==> src/rtl/mqrf_pkg.sv <==
// Shared types and codes for the multi-queue ring FIFO.
package mqrf_pkg;

    localparam int REF_FIELD_W = 32;
    localparam int QIDX_FIELD_W = 5;

    localparam logic [1:0] OP_CLEAR = 2'd0;
    localparam logic [1:0] OP_PUSH  = 2'd1;
    localparam logic [1:0] OP_POP   = 2'd2;

    localparam logic [1:0] ST_OK    = 2'd0;
    localparam logic [1:0] ST_FULL  = 2'd1;
    localparam logic [1:0] ST_EMPTY = 2'd2;
    localparam logic [1:0] ST_BAD   = 2'd3;

    typedef struct packed {
        logic [1:0]              operation;
        logic [QIDX_FIELD_W-1:0] queue_index;
        logic [REF_FIELD_W-1:0]  message_ref;
    } t_in_item;

    typedef struct packed {
        logic [1:0]              status;
        logic [REF_FIELD_W-1:0]  popped_ref;
        logic [QIDX_FIELD_W-1:0] echoed_queue;
    } t_out_item;

    // Classified request handed from front to back (store address travels alongside).
    typedef struct packed {
        logic [1:0]              status;
        logic [QIDX_FIELD_W-1:0] echo;
        logic                    do_write;
        logic                    do_read;
        logic [REF_FIELD_W-1:0]  message_ref;
    } t_cmd;

endpackage

==> src/rtl/mqrf_front.sv <==
// Front end: per-queue pointers, request classification and store address.
module mqrf_front #(
    parameter int QUEUE_COUNT = 16,
    parameter int QUEUE_DEPTH = 32,
    parameter int AW          = 9
) (
    input  logic              i_clk,
    input  logic              i_rst_n,
    input  logic              i_valid,
    output logic              o_ready,
    input  mqrf_pkg::t_in_item i_item,
    output logic              o_valid,
    input  logic              i_ready,
    output mqrf_pkg::t_cmd    o_cmd,
    output logic [AW-1:0]     o_addr
);
    import mqrf_pkg::*;

    localparam int QW = (QUEUE_COUNT > 1) ? $clog2(QUEUE_COUNT) : 1;
    localparam int PW = $clog2(QUEUE_DEPTH);

    logic [PW-1:0] r_wp [QUEUE_COUNT];
    logic [PW-1:0] r_rp [QUEUE_COUNT];

    logic          w_q_ok;
    logic [QW-1:0] w_qsel;
    logic [PW-1:0] w_wp;
    logic [PW-1:0] w_rp;
    logic [PW-1:0] w_wp_next;
    logic [PW-1:0] w_rp_next;
    logic          w_accept;
    t_cmd          w_cmd;

    assign w_q_ok    = ({1'b0, i_item.queue_index} < 6'(QUEUE_COUNT));
    assign w_qsel    = w_q_ok ? i_item.queue_index[QW-1:0] : '0;
    assign w_wp      = r_wp[w_qsel];
    assign w_rp      = r_rp[w_qsel];
    assign w_wp_next = (w_wp == PW'(QUEUE_DEPTH - 1)) ? '0 : w_wp + 1'b1;
    assign w_rp_next = (w_rp == PW'(QUEUE_DEPTH - 1)) ? '0 : w_rp + 1'b1;
    assign w_accept  = i_valid && i_ready;

    always_comb begin
        w_cmd             = '0;
        w_cmd.status      = ST_BAD;
        w_cmd.message_ref = i_item.message_ref;
        if (w_q_ok) begin
            unique case (i_item.operation)
                OP_CLEAR: begin
                    w_cmd.status = ST_OK;
                    w_cmd.echo   = i_item.queue_index;
                end
                OP_PUSH: begin
                    if (w_wp_next == w_rp) begin
                        w_cmd.status = ST_FULL;
                    end else begin
                        w_cmd.status   = ST_OK;
                        w_cmd.do_write = 1'b1;
                    end
                end
                OP_POP: begin
                    if (w_rp == w_wp) begin
                        w_cmd.status = ST_EMPTY;
                    end else begin
                        w_cmd.status  = ST_OK;
                        w_cmd.do_read = 1'b1;
                    end
                end
                default: w_cmd.status = ST_BAD;
            endcase
        end
    end

    assign o_addr  = AW'(w_qsel * QUEUE_DEPTH) + AW'(w_cmd.do_write ? w_wp : w_rp);
    assign o_cmd   = w_cmd;
    assign o_valid = i_valid;
    assign o_ready = i_ready;

    always_ff @(posedge i_clk) begin
        if (!i_rst_n) begin
            for (int i = 0; i < QUEUE_COUNT; i++) begin
                r_wp[i] <= '0;
                r_rp[i] <= '0;
            end
        end else if (w_accept && w_q_ok) begin
            if (i_item.operation == OP_CLEAR) begin
                r_wp[w_qsel] <= '0;
                r_rp[w_qsel] <= '0;
            end
            if (w_cmd.do_write) begin
                r_wp[w_qsel] <= w_wp_next;
            end
            if (w_cmd.do_read) begin
                r_rp[w_qsel] <= w_rp_next;
            end
        end
    end

endmodule

==> config.mk <==
export PLATFORM = sky130hd
export DESIGN_NAME = mqrf_front
export DESIGN_NICKNAME = d
export VERILOG_FILES = /design/src/rtl/mqrf_pkg.sv /design/src/rtl/mqrf_front.sv
export SDC_FILE = /design/constraint.sdc
export NUM_CORES = 1
export LEC_CHECK = 0
export ABC_CLOCK_PERIOD_IN_PS = 9750
export BUFFER_PORTS_ARGS = -buffer_cell sky130_fd_sc_hd__clkbuf_2
export CORE_MARGIN = 5
export CORE_UTILIZATION = 49
export DETAILED_ROUTE_END_ITERATION = 8
export PLACE_DENSITY = 0.64
export SETUP_SLACK_MARGIN = 0.2
export SYNTH_ARGS = -nofsm -noshare
export SYNTH_HDL_FRONTEND = slang
export SYNTH_SLANG_ARGS = --single-unit
==> constraint.sdc <==
create_clock -name i_clk -period 9.75 [get_ports i_clk]
set_input_delay 0.4875 -clock i_clk [delete_from_list [all_inputs] [get_ports i_clk]]
set_output_delay 0.4875 -clock i_clk [all_outputs]
set_load 0.1 [all_outputs]
### After elaboration in Yosys (flattened, before gate mapping)

Memories as Yosys holds them, arrays and structs flattened.
Cells that the tools add are included.

| word-level totals | value |
|---|---|
| word-level logic and storage cells | 53 |
| RAM bits | 160 |
| memories | 2 |
| output and inout port bits | 52 |
| bits in registers | 0 |

| cells by class | value |
|---|---|
| $lt $le $gt $ge | 1 |
| add/subtract/negate cells | 3 |
| multiplexer cells | 34 |
| bitwise logic cells | 2 |
| eq/ne operators | 6 |
| reductions and logical operators | 5 |

Memories:

| name | depth | bits a word | read ports | clocked after memory_dff | write ports | RTL line | text |
|---|---|---|---|---|---|---|---|
| r_rp | 16 | 5 | 1 | 0 | 16 | mqrf_front.sv:23 | `logic [PW-1:0] r_rp [QUEUE_COUNT];` |
| r_wp | 16 | 5 | 1 | 0 | 16 | mqrf_front.sv:22 | `logic [PW-1:0] r_wp [QUEUE_COUNT];` |

Operators with widths:

| cell | count |
|---|---|
| two-way mux 5 bit | 8 |
| two-way mux 1 bit | 20 |
| two-way mux 4 bit | 3 |
| adder 5 x 1 -> 5 bit (second input constant) | 2 |
| == test 5 bit | 2 |
| == test 5 bit (second input constant) | 2 |
| OR reduction 5 bit | 2 |
| adder 9 x 5 -> 9 bit | 1 |
| two-way mux 9 bit | 1 |
| one-hot mux 2 bit (3 select lines) | 1 |
| < comparator 5 bit (second input constant) | 1 |
| == test 2 x 1 -> 1 bit (second input constant) | 1 |
| == test 2 bit (second input constant) | 1 |
| logical AND 1 bit | 2 |
| zero test 2 bit | 1 |
| two-way mux 2 bit | 1 |
| bitwise OR 1 bit | 2 |

### Depth between registers and ports, before layout

An unclocked memory read counts as a cell.

| depth | value |
|---|---|
| depth in word-level cells | 16 |
| gate-level depth with buffers | 18 |
| depth with buffers taken out | 15 |

### Worst setup path after synthesis

Ideal clock, no wire load.

| path | value |
|---|---|
| path type | input port to output port |
| start | in i_item[36] (netlist name) |
| end | out o_cmd[39] (netlist name) |
| stages | 14 |
| data required time | 9,263 ps |
| path slack | 2,689 ps |
| data arrival time | 6,574 ps |
| path buffers | 3 |
| path through | buf_6 -> buf_2 -> nor2b_1 -> clkbuf_1 -> nand2_1 -> a21o_1 -> o2111ai_2 -> nor2_1 -> ha_1 -> inv_1 -> o41a_1 -> xnor2_2 -> nand4_4 -> o41ai_1 |

RTL lines:

| element | RTL line | text |
|---|---|---|
| from (decl) | mqrf_front.sv:11 | `input mqrf_pkg::t_in_item i_item,` |
| to (decl) | mqrf_front.sv:14 | `output mqrf_pkg::t_cmd o_cmd,` |

### Final worst setup path

| path | value |
|---|---|
| start | in i_item[32] (netlist name) |
| end | out o_addr[3] |

| between the ends | value |
|---|---|
| cells in the longest elaborated chain, start to end | 11 |
| elaborated cells between the ends (all ways) | 13 |
| classes of those cells | 2 x add/sub; 1 x order compare; 2 x eq/ne; 6 x mux; 2 x memory |

Ends and longest elaborated chain:

| element | RTL line | text |
|---|---|---|
| < comparator 5 bit | mqrf_front.sv:34 | `assign w_q_ok = ({1'b0, i_item.queue_index} < 6'(QUEUE_COUNT));` |
| two-way mux 4 bit | mqrf_front.sv:35 | `assign w_qsel = w_q_ok ? i_item.queue_index[QW-1:0] : '0;` |
| memory (16 x 5 bit) | - |  |
| adder 5 x 1 -> 5 bit / == test 5 bit (equally long branches) | mqrf_front.sv:38 | `assign w_wp_next = (w_wp == PW'(QUEUE_DEPTH - 1)) ? '0 : w_wp + 1'b1;` |
| two-way mux 5 bit | mqrf_front.sv:38 |  |
| == test 5 bit | mqrf_front.sv:53 | `if (w_wp_next == w_rp) begin` |
| two-way mux 1 bit | mqrf_front.sv:53 |  |
| two-way mux 1 bit | mqrf_front.sv:47 | `unique case (i_item.operation)` |
| two-way mux 9 bit | mqrf_front.sv:46 | `if (w_q_ok) begin` |
| two-way mux 5 bit * | mqrf_front.sv:73 | `assign o_addr = AW'(w_qsel * QUEUE_DEPTH) + AW'(w_cmd.do_write ? w_wp : w_rp);` |
| adder 9 x 5 -> 9 bit * | mqrf_front.sv:73 |  |
| to (decl) | mqrf_front.sv:15 | `output logic [AW-1:0] o_addr` |

Mark *: on every way between the ends. The rest lies on a longest branch, timed or not.

==> results.py <==
metrics = {
    "run_status": {
        "status": "finished, final reports clean",
    },
    "drt": {
        "drtPass1Iterations": 5,
        "num_vias": 6055,
        "postRouteAntennaNets": 0,
        "finalWirelength_um": 23900,
        "wire_per_inst_um": 25.2,
        "drt-initial-drc-count": 786,
        "post_drt_via_cell_ratio": 6.37,
        "drc": 0,
    },
    "timing": {
        "slew_violations": 0,
        "setup_viol": 0,
        "setup_tns_ps": 0,
        "hold_viol_final": 0,
        "fmax_ghz": 0.164,
        "relSlewSlack": 0.208,
        "clock_skew_ps": 6.49,
        "min_period_ps": 6100,
        "finalCritPeriodShare": 0.625,
        "tightest_slew_ps": 1190,
        "rsz0062_at_grt": "no",
    },
    "critical_path": {
        "reg2reg_from": "r_wp[3][1]",
        "crit_path_end_kind": "primary output",
        "critical_path_class": "input pin to primary output",
        "worstPathRequired_ps": 9260,
        "slowest_delay_ps": 610,
        "critical_path.startpoint": "i_item[32]",
        "critPathArrivalTime_ps": 5610,
        "crit_chain": "buf_4 -> buf_4 -> nor2_1 -> nand3_1 -> o22ai_1 -> a2111oi_4 -> ha_1 -> nand2_1 -> nor2_1 -> ha_1 -> inv_1 -> o41a_1 -> xnor2_2 -> nand4_4 -> o31ai_4 -> mux2i_1 -> clkbuf_2",
        "crit_fanout": 43,
        "slowest_stage": "a2111oi_4",
        "startpoint_type": "input pin",
    },
    "floorplanning": {
        "pin_count": 95,
        "start_util": 0.494,
        "fp.dieW_um": 144,
        "fp.dieH_um": 144,
        "fp-row-count": 49,
        "core_area_um2": 17800,
        "die_area_um2": 20700,
    },
    "synth": {
        "yosys.area.top_type": "edfxtp_1",
        "synth_cells": 742,
        "syn_nets": 789,
        "synth_commonest_cells": "nor2_1 (178), edfxtp_1 (160), buf_4 (40)",
        "yosysWarnings": 0,
        "synth_area_um2": 8790,
        "yosysSeqAreaShare": 0.547,
        "synthArstFlopShare": 0,
        "synth_area_leaders": "edfxtp_1 (55%), nor2_1 (7.6%), buf_4 (3.4%), mux2i_1 (3.3%), a22oi_2 (1.4%)",
        "synth_ff_type": "edfxtp_1",
        "synth_edf_count": 160,
        "netlist.area_leader.share": 0.547,
        "synth_seq_cells": 160,
        "syn_area_per_cell_um2": 11.8,
        "synth.most_common_cell": "nor2_1",
        "ys_types": 86,
    },
    "cells_and_area": {
        "layout.nets": 755,
        "antennaDiodeCount": 0,
        "area_growth_pct": 6.07,
        "n_fill_cell": 1539,
        "drive_above_1_share": 0.187,
        "design_area_um2": 9320,
    },
    "power": {
        "power_density_nw_per_um2": 188,
        "p_seq_frac": 0.452,
        "power_frac_clock": 0.401,
        "power_switching_mw": 0.473,
        "p_leak_nw": 3.07,
        "power_frac_comb": 0.147,
        "p_sw_frac": 0.270,
        "peakVddDrop_uv": 166,
        "internal_power_mw": 1.28,
    },
    "cts": {
        "numCtsBuffers": 17,
        "cts_resized": 0,
        "h-tree-depth": 4,
        "clkTransAtPathRegs_ps": 60,
        "post_cts_buffers": 0,
        "cts_tree": "yes",
        "cts_sinks": 160,
        "cts-root-buf": "clkbuf_16",
        "clk_path_buf_depth": 2,
        "clk_latency_ps": 420,
        "cts_hold_buf": 0,
    },
    "grt": {
        "grt_pass1_vias": 6076,
        "overflow": 0,
        "grt_max_degree": 44,
        "antenna_found_initial": 0,
        "grt_use_total": 0.237,
        "grt_pass1_wl_um": 36300,
    },
    "place": {
        "dpl.hpwl_um": 16100,
        "place_congestion": 0.917,
        "placed_area_um2": 8700,
        "port_buffers": 29,
    },
    "hold_path": {
        "hold_class": "input pin to flip-flop",
        "hold_start": "i_item[38]",
    },
    "flow_run": {
        "maxCapViolCount": 0,
    },
}
## cells in the final DEF (no fill, tap or decap), types with 4 or more instances in the layout
| cell type | synthesis | layout |
|---|---|---|
| nor2_1 | 178 | 178 |
| edfxtp_1 | 160 | 160 |
| mux2i_1 | 29 | 29 |
| clkbuf_2 | 0 | 28 |
| nand3_1 | 25 | 25 |
| nand2_1 | 21 | 21 |
| clkbuf_16 | 0 | 17 |
| a211oi_1 | 16 | 16 |
| o22ai_1 | 15 | 15 |
| nand2b_1 | 13 | 13 |
| a22oi_2 | 10 | 10 |
| o211ai_1 | 9 | 9 |
| buf_4 | 40 | 9 |
| inv_1 | 8 | 8 |
| a21oi_1 | 8 | 8 |
| o21ai_0 | 8 | 8 |
| mux2_2 | 7 | 7 |
| o221ai_1 | 6 | 6 |
| nor3b_1 | 6 | 6 |
| nor3_1 | 6 | 6 |
| mux4_2 | 5 | 5 |
| xnor2_1 | 5 | 5 |
| a22oi_1 | 5 | 5 |
| nor2b_1 | 4 | 4 |
| o2111ai_2 | 4 | 4 |
| o21ai_1 | 4 | 4 |
| o21a_1 | 4 | 4 |
| or2_2 | 4 | 4 |
| nand3b_1 | 4 | 4 |
| mux2_4 | 4 | 4 |
| o311ai_4 | 4 | 4 |
| ha_1 | 4 | 4 |
| bufinv_16 | 0 | 4 |
## path summary, 6_finish.rpt
| check | to | slack, ps | cells after the start |
|---|---|---|---|
| min reg2reg | r_rp[0][0] | 1330 | 5 |
| max | o_addr[3] | 3650 | 17 |
| min | r_rp[0][0] | 670 | 3 |
| max reg2reg | r_wp[11][3] | 5240 | 14 |
## per-stage QoR
step | hold WS [ps] | util | setup slack [ps] | total power [mW] | instances
after floorplan | 843 | - | 2690 | 1.07 | 742
after global placement | 976 | 0.489 | 3880 | 1.06 | 918
after detailed placement | 976 | 0.489 | 3690 | 1.06 | 918
after CTS | 651 | 0.524 | 3710 | 1.75 | 950
after global routing | 709 | 0.524 | 3380 | 1.80 | 950
final | 673 | 0.524 | 3650 | 1.75 | 950
## sequential cells by signal, summed over array words and instances (netlist names)
register / count
r_wp: 80
r_rp: 80
## area by class of cell
type,instances,area (um2),share of cell area
Inverter,11,46.3,0.00497
Tap cell,229,287,0.0307
Sequential cell,160,4800,0.516
Clock buffer,18,429,0.0461
Multi-Input combinational cell,481,3360,0.360
Timing Repair Buffer,37,208,0.0223
Clock inverter,14,189,0.0203
## per-layer routing
layer  global-route usage  vias to the layer above  routed length, um
met3               0.0439                       79               1770
met5                    0                        -                  0
li1                     -                     2645                  -
met2                0.381                      325              11500
met1                0.317                     3006               9790
met4               0.0976                        0                845
## critical path, delay by kind of cell
| family | cells | cell delay, ps |
|---|---|---|
| and+or+nand+nor | 5 | 1050 |
| muxes | 1 | 240 |
| adders and majority gates | 2 | 480 |
| buffers and inverters | 4 | 1560 |
| xor gates and xnor gates | 1 | 210 |
| AOI/OAI and AO/OA | 4 | 1520 |
## cell families after synthesis
family          synth area share
buf+inv                   0.0729
flops                      0.547
other cells             0.000427
compound gates             0.138
simple gates               0.157
mux                       0.0629
fa+ha+maj                0.00570
xor+xnor                  0.0161
## power by group through the flow
stage	logic (mW)	clock network, mW	registers [mW]
2_1_floorplan	0.268	0	0.799
4_1_cts	0.257	0.702	0.790
6_report	0.258	0.700	0.790
3_5_place_dp	0.256	0	0.805
3_3_place_gp	0.252	0	0.804
5_1_grt	0.271	0.733	0.792
(Power assumes the default switching activity.)
