### config.mk
export PLATFORM = sky130hd
export DESIGN_NAME = mqrf_cmd_queue
export DESIGN_NICKNAME = d
export VERILOG_FILES = /design/src/rtl/mqrf_pkg.sv /design/src/rtl/mqrf_cmd_queue.sv
export SDC_FILE = /design/constraint.sdc
export NUM_CORES = 1
export LEC_CHECK = 0
export BUFFER_PORTS_ARGS = -buffer_cell sky130_fd_sc_hd__buf_2
export CORE_MARGIN = 4
export CORE_UTILIZATION = 45
export DETAILED_ROUTE_END_ITERATION = 6
export PLACE_DENSITY_LB_ADDON = 0.15
export SYNTH_ARGS = -nofsm -noshare
export SYNTH_HDL_FRONTEND = slang
export SYNTH_SLANG_ARGS = --single-unit
### constraint.sdc
create_clock -name i_clk -period 2.05 [get_ports i_clk]
set_input_delay 0.41 -clock i_clk [delete_from_list [all_inputs] [get_ports i_clk]]
set_output_delay 0.41 -clock i_clk [all_outputs]
set_load 0.03 [all_outputs]
### src/rtl/mqrf_pkg.sv
// Shared types and codes for the multi-queue ring FIFO.
package mqrf_pkg;

    localparam int REF_FIELD_W = 32;
    localparam int QIDX_FIELD_W = 5;

    localparam logic [1:0] OP_CLEAR = 2'd0;
    localparam logic [1:0] OP_PUSH  = 2'd1;
    localparam logic [1:0] OP_POP   = 2'd2;

    localparam logic [1:0] ST_OK    = 2'd0;
    localparam logic [1:0] ST_FULL  = 2'd1;
    localparam logic [1:0] ST_EMPTY = 2'd2;
    localparam logic [1:0] ST_BAD   = 2'd3;

    typedef struct packed {
        logic [1:0]              operation;
        logic [QIDX_FIELD_W-1:0] queue_index;
        logic [REF_FIELD_W-1:0]  message_ref;
    } t_in_item;

    typedef struct packed {
        logic [1:0]              status;
        logic [REF_FIELD_W-1:0]  popped_ref;
        logic [QIDX_FIELD_W-1:0] echoed_queue;
    } t_out_item;

    // Classified request handed from front to back (store address travels alongside).
    typedef struct packed {
        logic [1:0]              status;
        logic [QIDX_FIELD_W-1:0] echo;
        logic                    do_write;
        logic                    do_read;
        logic [REF_FIELD_W-1:0]  message_ref;
    } t_cmd;

endpackage

### src/rtl/mqrf_cmd_queue.sv
// Two-entry queue decoupling the front end from the store back end.
module mqrf_cmd_queue #(
    parameter int AW = 9
) (
    input  logic           i_clk,
    input  logic           i_rst_n,
    input  logic           i_valid,
    output logic           o_ready,
    input  mqrf_pkg::t_cmd i_cmd,
    input  logic [AW-1:0]  i_addr,
    output logic           o_valid,
    input  logic           i_ready,
    output mqrf_pkg::t_cmd o_cmd,
    output logic [AW-1:0]  o_addr
);
    import mqrf_pkg::*;

    t_cmd          r_cmd  [2];
    logic [AW-1:0] r_addr [2];
    logic          r_wr_idx;
    logic          r_rd_idx;
    logic [1:0]    r_count;
    logic          w_push;
    logic          w_pop;

    assign o_ready = (r_count != 2'd2);
    assign o_valid = (r_count != 2'd0);
    assign w_push  = i_valid && o_ready;
    assign w_pop   = o_valid && i_ready;
    assign o_cmd   = r_cmd[r_rd_idx];
    assign o_addr  = r_addr[r_rd_idx];

    always_ff @(posedge i_clk) begin
        if (w_push) begin
            r_cmd[r_wr_idx]  <= i_cmd;
            r_addr[r_wr_idx] <= i_addr;
        end
    end

    always_ff @(posedge i_clk) begin
        if (!i_rst_n) begin
            r_wr_idx <= 1'b0;
            r_rd_idx <= 1'b0;
            r_count  <= 2'd0;
        end else begin
            if (w_push) begin
                r_wr_idx <= ~r_wr_idx;
            end
            if (w_pop) begin
                r_rd_idx <= ~r_rd_idx;
            end
            if (w_push && !w_pop) begin
                r_count <= r_count + 2'd1;
            end else if (w_pop && !w_push) begin
                r_count <= r_count - 2'd1;
            end
        end
    end

endmodule

== Word-level counts from Yosys, hierarchy flattened ==
Memory sizes are Yosys's and may differ from the RTL's. A register that Yosys moved wholly into a read port is not among the register bits.
Index checks and enable logic that the tools add are counted.

* Register bits: 4
* RAM bits: 100
* Input port bits: 54
* Logic and storage cells: 26
* Memories: 2

{| class="wikitable"
|+ Memories
! name !! depth !! bits a word !! read ports !! clocked after Yosys merged registers in !! wr ports !! RTL line !! source
|-
| r_cmd || 2 || 41 || 1 || 1 || 1 || mqrf_cmd_queue.sv:18 || <nowiki>t_cmd r_cmd [2];</nowiki>
|-
| r_addr || 2 || 9 || 1 || 1 || 1 || mqrf_cmd_queue.sv:19 || <nowiki>logic [AW-1:0] r_addr [2];</nowiki>
|}

* Bitwise logic cells: 2
* Multiplexer cells: 8
* Reductions and logical operators: 8
* $add $sub $neg: 2
* Equal/unequal tests: 1

{| class="wikitable"
|+ Operator list
! cell !! number
|-
| two-way mux 1 bit || 6
|-
| logical AND 1 bit || 4
|-
| two-way mux 2 bit || 2
|-
| nonzero test 2 bit || 2
|-
| adder 2 x 1 -> 2 bit (second input constant) || 1
|-
| zero test 1 bit || 2
|-
| inequality test 2 bit (second input constant) || 1
|-
| inverter 1 bit || 2
|-
| subtractor 2 x 1 -> 2 bit (second input constant) || 1
|}

== Depth between registers and ports, before layout ==
Gate-level depths: netlist (run 1).

* Depth in word-level cells: 6
* Depth in mapped cells: 6
* Depth with buffers taken out: 6

== Worst setup path after synthesis (run 1) ==
Ideal clock, no wire load.

* Kind: register to register
* From: register r_count[0]
* To: memory r_addr[1][0] (enable)
* Arrival time: 1.869 ns
* Buffers on the path: 0
* Slack: -0.232 ns
* Stages on the path, launching flop included: 3
* Period minus slack after synthesis: 2.282 ns
* Library setup time: 0.413 ns
* Cell sequence: dfxtp_1 nand2b_4 and3_1

* Cells in the longest elaborated chain, start to end: 4

{| class="wikitable"
|+ RTL lines
! item !! RTL line !! source
|-
| start, declared || mqrf_cmd_queue.sv:22 || <nowiki>logic [1:0] r_count;</nowiki>
|-
| start signal, assigned || mqrf_cmd_queue.sv:53 || <nowiki>r_count <= r_count + 2'd1;</nowiki>
|-
| start signal, assigned || mqrf_cmd_queue.sv:55 || <nowiki>r_count <= r_count - 2'd1;</nowiki>
|-
| inequality test 2 bit || mqrf_cmd_queue.sv:26 || <nowiki>assign o_ready = (r_count != 2'd2);</nowiki>
|-
| net o_ready || mqrf_cmd_queue.sv:8 || <nowiki>output logic o_ready,</nowiki>
|-
| logical AND 1 bit || mqrf_cmd_queue.sv:28 || <nowiki>assign w_push = i_valid && o_ready;</nowiki>
|-
| two-way mux 1 bit || mqrf_cmd_queue.sv:34 || <nowiki>if (w_push) begin</nowiki>
|-
| two-way mux 1 bit (implied by the code) || mqrf_cmd_queue.sv:36 || <nowiki>r_addr[r_wr_idx] <= i_addr;</nowiki>
|-
| end, declared || mqrf_cmd_queue.sv:19 ||
|}

The timed path passes the listed nets, and every way through them passes these cells.

==> impl_metrics.env, run 1 <==
export IMPL_clk_latency_ns=0.35
export IMPL_finalSetupViolCount=0
export IMPL_cts_setup_buffers=0
export IMPL_die_w_um=100
export IMPL_startpoint_type="register"
export IMPL_postRouteAntennaNets=0
export IMPL_syn_inst=180
export IMPL_layout_commonest_cell="buf_2"
export IMPL_timing_rr_end="r_count[1]$_SDFFE_PN0P_"
export IMPL_io_pins=106
export IMPL_fin_skew_ns=0.00890
export IMPL_crit_arrival_ns=1.51
export IMPL_drc=0
export IMPL_wl_per_cell_um=16.5
export IMPL_slowest_delay_ns=0.37
export IMPL_r2r_cells=5
export IMPL_power_density_mw_per_mm2=1260
export IMPL_numClockSinks=105
export IMPL_syn_num_nets=235
export IMPL_max_vdd_ir_drop_mv=0.603
export IMPL_ff2ff_setup_slack_ns=0.47
export IMPL_hp_start="i_cmd[32]"
export IMPL_multi_input_comb_area_sq_um=703
export IMPL_hold_depth=1
export IMPL_relSlewSlack=0.729
export IMPL_synth_cell_types=21
export IMPL_synth_xor_area_frac=0.00685
export IMPL_synth_area_top_cells="edfxtp_1 78%, mux2_2 13%, dfxtp_1 2.6%, mux2_1 1.2%, and2_1 0.65%"
export IMPL_cts_repair_resized=0
export IMPL_layout_common_cells="105 x buf_2, 100 x edfxtp_1, 46 x mux2_2"
export IMPL_worstMarginPinSlew_ns=0.406
export IMPL_hold_buffers=0
export IMPL_htree_levels=3
export IMPL_synth_area_per_cell_sq_um=21.3
export IMPL_yosysTopAreaCell="edfxtp_1"
export IMPL_cp_slowest_cell="dfxtp_2"
export IMPL_rsz0062_at_grt="no"
export IMPL_worstHoldPathType="input pin to register"
export IMPL_grt_pass1_wl_um=10400
export IMPL_outcome="completed"
export IMPL_routabilityCongestion=0.696
export IMPL_grt_start_max_net_pins=31
export IMPL_synth_adder_area_share=0.00326
export IMPL_grt_pass1_vias=2108
export IMPL_start_util=0.465
export IMPL_synth_top_cell_area_share=0.783
export IMPL_met1_usage=0.168
export IMPL_synth_top_family_by_area="multiplexers"
export IMPL_antenna_found_initial=0
export IMPL_path_cells="buf_6, mux2_1, buf_2"
export IMPL_fin_setup_tns_ns=0
export IMPL_core_area_sq_mm=0.00826
export IMPL_grt_use_met2=0.228
export IMPL_synth_seq_area_share=0.809
export IMPL_portBuffers=105
export IMPL_synth_seq_cells=105
export IMPL_dr_pass1_iters=4
export IMPL_power_w=0.00599
export IMPL_cts_made_buffers=9
export IMPL_path_class="register to primary output"
export IMPL_route_vias_total=1983
export IMPL_reg2reg_from="r_count[0]$_SDFFE_PN0P_"
export IMPL_slew_violations=0
export IMPL_regArea_sq_mm=0.00310
export IMPL_cts_buffer_depth=2
export IMPL_final_nets=351
export IMPL_hold_end="r_cmd[0][32]$_DFFE_PP_"
export IMPL_synth_warnings=0
export IMPL_synth_simple_area_share=0.0170
export IMPL_synth_compound_area_frac=0.00913
export IMPL_track_usage=0.138
export IMPL_crit_fanout=20
export IMPL_clock_fmax_ghz=0.522
export IMPL_rows=33
export IMPL_synthesis_area_sq_mm=0.00384
export IMPL_fin_crit_sh=0.935
export IMPL_required_ns=1.64
export IMPL_drv_cap=0
export IMPL_nFillCells=688
export IMPL_area_growth_pct=23.7
export IMPL_dp_hpwl_um=4580
export IMPL_grt_busiest_layer="met2"
export IMPL_synth_area_mux_share=0.147
export IMPL_gr_total_overflow=0
export IMPL_p_leak_nw=1.77
export IMPL_antenna_cells=0
export IMPL_routed_wl_um=6710
export IMPL_clk_pin_slew_ns=0.10
export IMPL_cts_tree="built"
export IMPL_dieArea_sq_mm=0.0101
export IMPL_drt_iter0_drc=50
export IMPL_viasPerCell=4.88
export IMPL_min_period_ns=1.92
export IMPL_die_h_um=100
export IMPL_cts_root_buf="clkbuf_8"
export IMPL_drive_above_1_share=0.591
export IMPL_worstSetupEndpointType="primary output"
export IMPL_grt_use_met3=0.0535
export IMPL_hold_viol=0
==> per-layer routing <==
layer,share of wire,up-vias,wire (um)
li1,-,941,-
met1,0.41,967,2720
met2,0.51,69,3420
met3,0.073,6,492
met4,0.011,0,71
met5,0,-,0
==> layout make-up <==
class                           count  area share
Sequential cell                   105       0.654
Multi-Input combinational cell     68       0.148
Tap cell                          105      0.0277
Clock buffer                        9      0.0261
Inverter                            1     0.00158
Timing Repair Buffer              111       0.126
Clock inverter                      7      0.0163
==> flip-flops by register name, indices dropped and copies added, names as in the netlist, named ones only <==
| name | cells |
|---|---|
| r_count | 2 |
| r_wr_idx | 1 |
| r_rd_idx | 1 |
| r_cmd | 82 |
| r_addr | 18 |
==> cell families after synthesis <==
logic type	after synthesis
flops	105
mux	50
simple gates	9
buf+inv	7
compound gates	5
xor+xnor	3
fa+ha+maj	1
==> through the flow <==
stage / instance area, sq um / hold WS [ns] / util / worst slack [ns] / cells
after floorplan: 3840 / 0.509 / - / 0.240 / 180
after global placement: 4540 / 0.538 / 0.550 / 0.454 / 390
after detailed placement: 4540 / 0.558 / 0.550 / 0.448 / 390
after CTS: 4740 / 0.213 / 0.574 / 0.0445 / 406
after global routing: 4750 / 0.194 / 0.575 / 0.0348 / 406
final: 4750 / 0.234 / 0.575 / 0.134 / 406
==> power breakdown <==
group	switching [W]	internal (W)	total, W	leakage [nW]
combinational	0.00124	0.000728	0.00197	0.692
sequential	0.0000867	0.00268	0.00276	0.975
clock	0.000688	0.000576	0.00126	0.102
==> cell usage after synthesis <==
master / count
mux2_1: 4
edfxtp_1: 100
nand2b_4: 1
dfxtp_1: 5
or3_1: 1
a21boi_1: 1
a21boi_0: 1
xnor2_1: 2
o21ai_1: 1
or2_2: 1
mux2_2: 46
inv_1: 1
o21ai_0: 1
nand3b_1: 1
and3_1: 1
a21bo_2: 1
clkbuf_1: 1
ha_1: 1
and2_1: 4
buf_2: 5
xor2_1: 1
==> critical path, delay by kind of cell, from the launching register on <==
kind | cells | cell delay [ns]
buffers and inverters | 2 | 0.41
multiplexers | 1 | 0.37
flip-flops | 1 | 0.37
==> how the worst max path moves through the flow <==
stage                                 start                     end  cells past startpoint
global placement                   register               o_cmd[36]                      3
detailed placement                 register               o_cmd[36]                      3
finish                             register               o_cmd[36]                      3
global route                       register               o_cmd[36]                      3
floorplan           r_count[0]$_SDFFE_PN0P_  r_addr[0][0]$_DFFE_PP_                      3
CTS                                register               o_cmd[36]                      3
Note: power is estimated with default switching activity, not from simulation.
==> run 2, diff against run 1 <==
- ABC_AREA: default -> 1
- CORE_MARGIN: 4 -> 2
==> run 2 against run 1 <==
Compared with the run above: clock skew shrank 0.00069 ns; maximum frequency grew 1.5%; routed wire length is 4.6% lower; combinational power rose by 3%; critical endpoint is now o_cmd[28]; sequential share of layout area decreased by 2.7 points; non-clock buffer count stayed put.
==> impl_metrics.env, run 2 <==
export IMPL_yosysMostFrequentCell="edfxtp_1"
export IMPL_htree_levels=3
export IMPL_synth_warnings=0
export IMPL_drc=0
export IMPL_startpoint_type="register"
export IMPL_clk_pin_slew_ns=0.09
export IMPL_nFillCells=725
export IMPL_cts_tree="built"
export IMPL_max_vdd_ir_drop_mv=0.551
export IMPL_synth_async_reset_ratio=0
export IMPL_worstMarginPinSlew_ns=0.362
export IMPL_area_growth_pct=20.6
export IMPL_power_w=0.00615
export IMPL_syn_inst=193
export IMPL_fin_crit_sh=0.921
export IMPL_wl_per_cell_um=15.2
export IMPL_postRouteAntennaNets=0
export IMPL_rows=34
export IMPL_cts_setup_buffers=0
export IMPL_hold_depth=1
export IMPL_cts_made_buffers=9
export IMPL_gr_total_overflow=0
export IMPL_clk_latency_ns=0.35
export IMPL_rsz0062_at_grt="no"
export IMPL_outcome="completed"
export IMPL_regMostFlops="r_cmd"
export IMPL_largest_reg_flops=82
export IMPL_drv_cap=0
export IMPL_die_w_um=99.5
export IMPL_start_util=0.468
export IMPL_die_h_um=99.5
export IMPL_grt_start_max_net_pins=28
export IMPL_synth_area_per_cell_sq_um=21.3
export IMPL_grt_busiest_layer="met2"
export IMPL_required_ns=1.64
export IMPL_finalSetupViolCount=0
export IMPL_p_leak_nw=1.98
export IMPL_path_class="register to primary output"
export IMPL_slew_violations=0
export IMPL_preCtsSetupSlack_ns=0.521
export IMPL_cts_buffer_depth=2
export IMPL_layout_common_cells="105 x buf_2, 100 x edfxtp_1, 50 x mux2_4"
export IMPL_yosysTopAreaCell="edfxtp_1"
export IMPL_track_usage=0.132
export IMPL_routabilityCongestion=0.739
export IMPL_grt_use_met2=0.228
export IMPL_synth_seq_cells=105
export IMPL_dr_pass1_iters=4
export IMPL_r2r_cells=10
export IMPL_portBuffers=105
export IMPL_cts_root_buf="clkbuf_8"
export IMPL_clock_fmax_ghz=0.530
export IMPL_grt_use_met3=0.0443
export IMPL_syn_num_nets=248
export IMPL_core_area_sq_mm=0.00876
export IMPL_power_density_mw_per_mm2=1240
export IMPL_synth_flop_cell="edfxtp_1"
export IMPL_synth_edf_count=100
export IMPL_grt_pass1_vias=2058
export IMPL_synth_top_cell_area_share=0.731
export IMPL_reg_top3="r_cmd (82), r_addr (18), r_count (2)"
export IMPL_viasPerCell=4.74
export IMPL_hold_viol=0
export IMPL_crit_arrival_ns=1.48
export IMPL_layout_commonest_cell="buf_2"
export IMPL_synth_seq_area_share=0.756
export IMPL_relSlewSlack=0.759
export IMPL_antenna_found_initial=0
export IMPL_drt_iter0_drc=107
export IMPL_worstSetupEndpointType="primary output"
export IMPL_cts_repair_resized=0
export IMPL_antenna_cells=0
export IMPL_route_vias_total=1996
export IMPL_post_route_util=0.565
export IMPL_grt_pass1_wl_um=9830
export IMPL_crit_fanout=27
export IMPL_synthesis_area_sq_mm=0.00411
export IMPL_io_pins=106
export IMPL_setup_ws_ns=0.162
export IMPL_dieArea_sq_mm=0.00990
export IMPL_synth_cell_types=14
export IMPL_dp_hpwl_um=4390
export IMPL_routed_wl_um=6400
export IMPL_synth_area_top_cells="edfxtp_1 73%, mux2_4 18%, buf_12 2.4%, dfxtp_1 2.4%, nand2_1 0.82%"
export IMPL_final_nets=364
export IMPL_synthTopCellsByCount="100 x edfxtp_1, 50 x mux2_4, 9 x nand2_1"
export IMPL_numClockSinks=105
export IMPL_worstHoldPathType="input pin to register"
export IMPL_met1_usage=0.149
export IMPL_min_period_ns=1.89
export IMPL_hold_buffers=0
export IMPL_fin_skew_ns=0.00821
export IMPL_drive_above_1_share=0.569
-- run 2: changes by cell type after synthesis, sizes merged, moves of 2 or more --
cell	previous run	this run
nor2	0	8
a21boi	2	0
nand2	0	9
inv	1	8
xnor2	2	0
and2	4	0
-- run 2: path summary, 6_finish.rpt --
path / startpoint / endpoint / slack (ns)
worst min register to register: r_rd_idx$_SDFFE_PN0P_ / r_rd_idx$_SDFFE_PN0P_ / 0.50
worst max-delay path: register / o_cmd[28] / 0.16
worst max register to register: r_count[0]$_SDFFE_PN0P_ / r_count[1]$_SDFFE_PN0P_ / 0.52
worst min-delay path: i_cmd[24] / r_cmd[1][24]$_DFFE_PP_ / 0.24
-- run 2: layout make-up --
cell class	count	area, sq um	area share
Clock inverter	5	81.3	0.0164
Timing Repair Buffer	111	596	0.120
Inverter	8	30.0	0.00606
Sequential cell	105	3110	0.627
Multi-Input combinational cell	74	876	0.177
Clock buffer	10	128	0.0258
Tap cell	108	135	0.0273
-- run 2: critical path: stages (launching register included) --
cell and delay (ns):
dfxtp_4 0.38, buf_12 0.23, mux2_4 0.32, buf_2 0.18
-- run 2: metal layers --
metal | vias to the layer above | wire length (um)
met4 | 0 | 101
met5 | - | 0
met2 | 63 | 3290
met1 | 963 | 2540
li1 | 962 | -
met3 | 8 | 475
-- run 2: kinds of logic (layout without fill, tap and decap cells) --
kind of cell	after synthesis	count (layout)	synth area share
multiplexers	50	50	0.183
AND/OR/NAND/NOR	19	19	0.0183
adder cells (fa/ha/maj)	1	1	0.00305
flip-flops	105	105	0.756
AO/OA/AOI/OAI	4	4	0.00549
buffers and inverters	14	134	0.0344
-- run 2: per-stage QoR --
stage               hold WS, ns  std cells  setup TNS, ns  instance area (sq um)
global route              0.216        421              0                   4950
detailed placement        0.488        406              0                   4740
global placement          0.480        406              0                   4740
floorplan                 0.467        193         -50.89                   4110
CTS                       0.218        421              0                   4950
finish                    0.236        421              0                   4950
-- run 2: power by group --
part / leakage (nW) / internal (W) / switching [W]
logic: 0.900 / 0.000803 / 0.00123
clock network: 0.102 / 0.000682 / 0.000635
registers: 0.975 / 0.00271 / 0.0000909
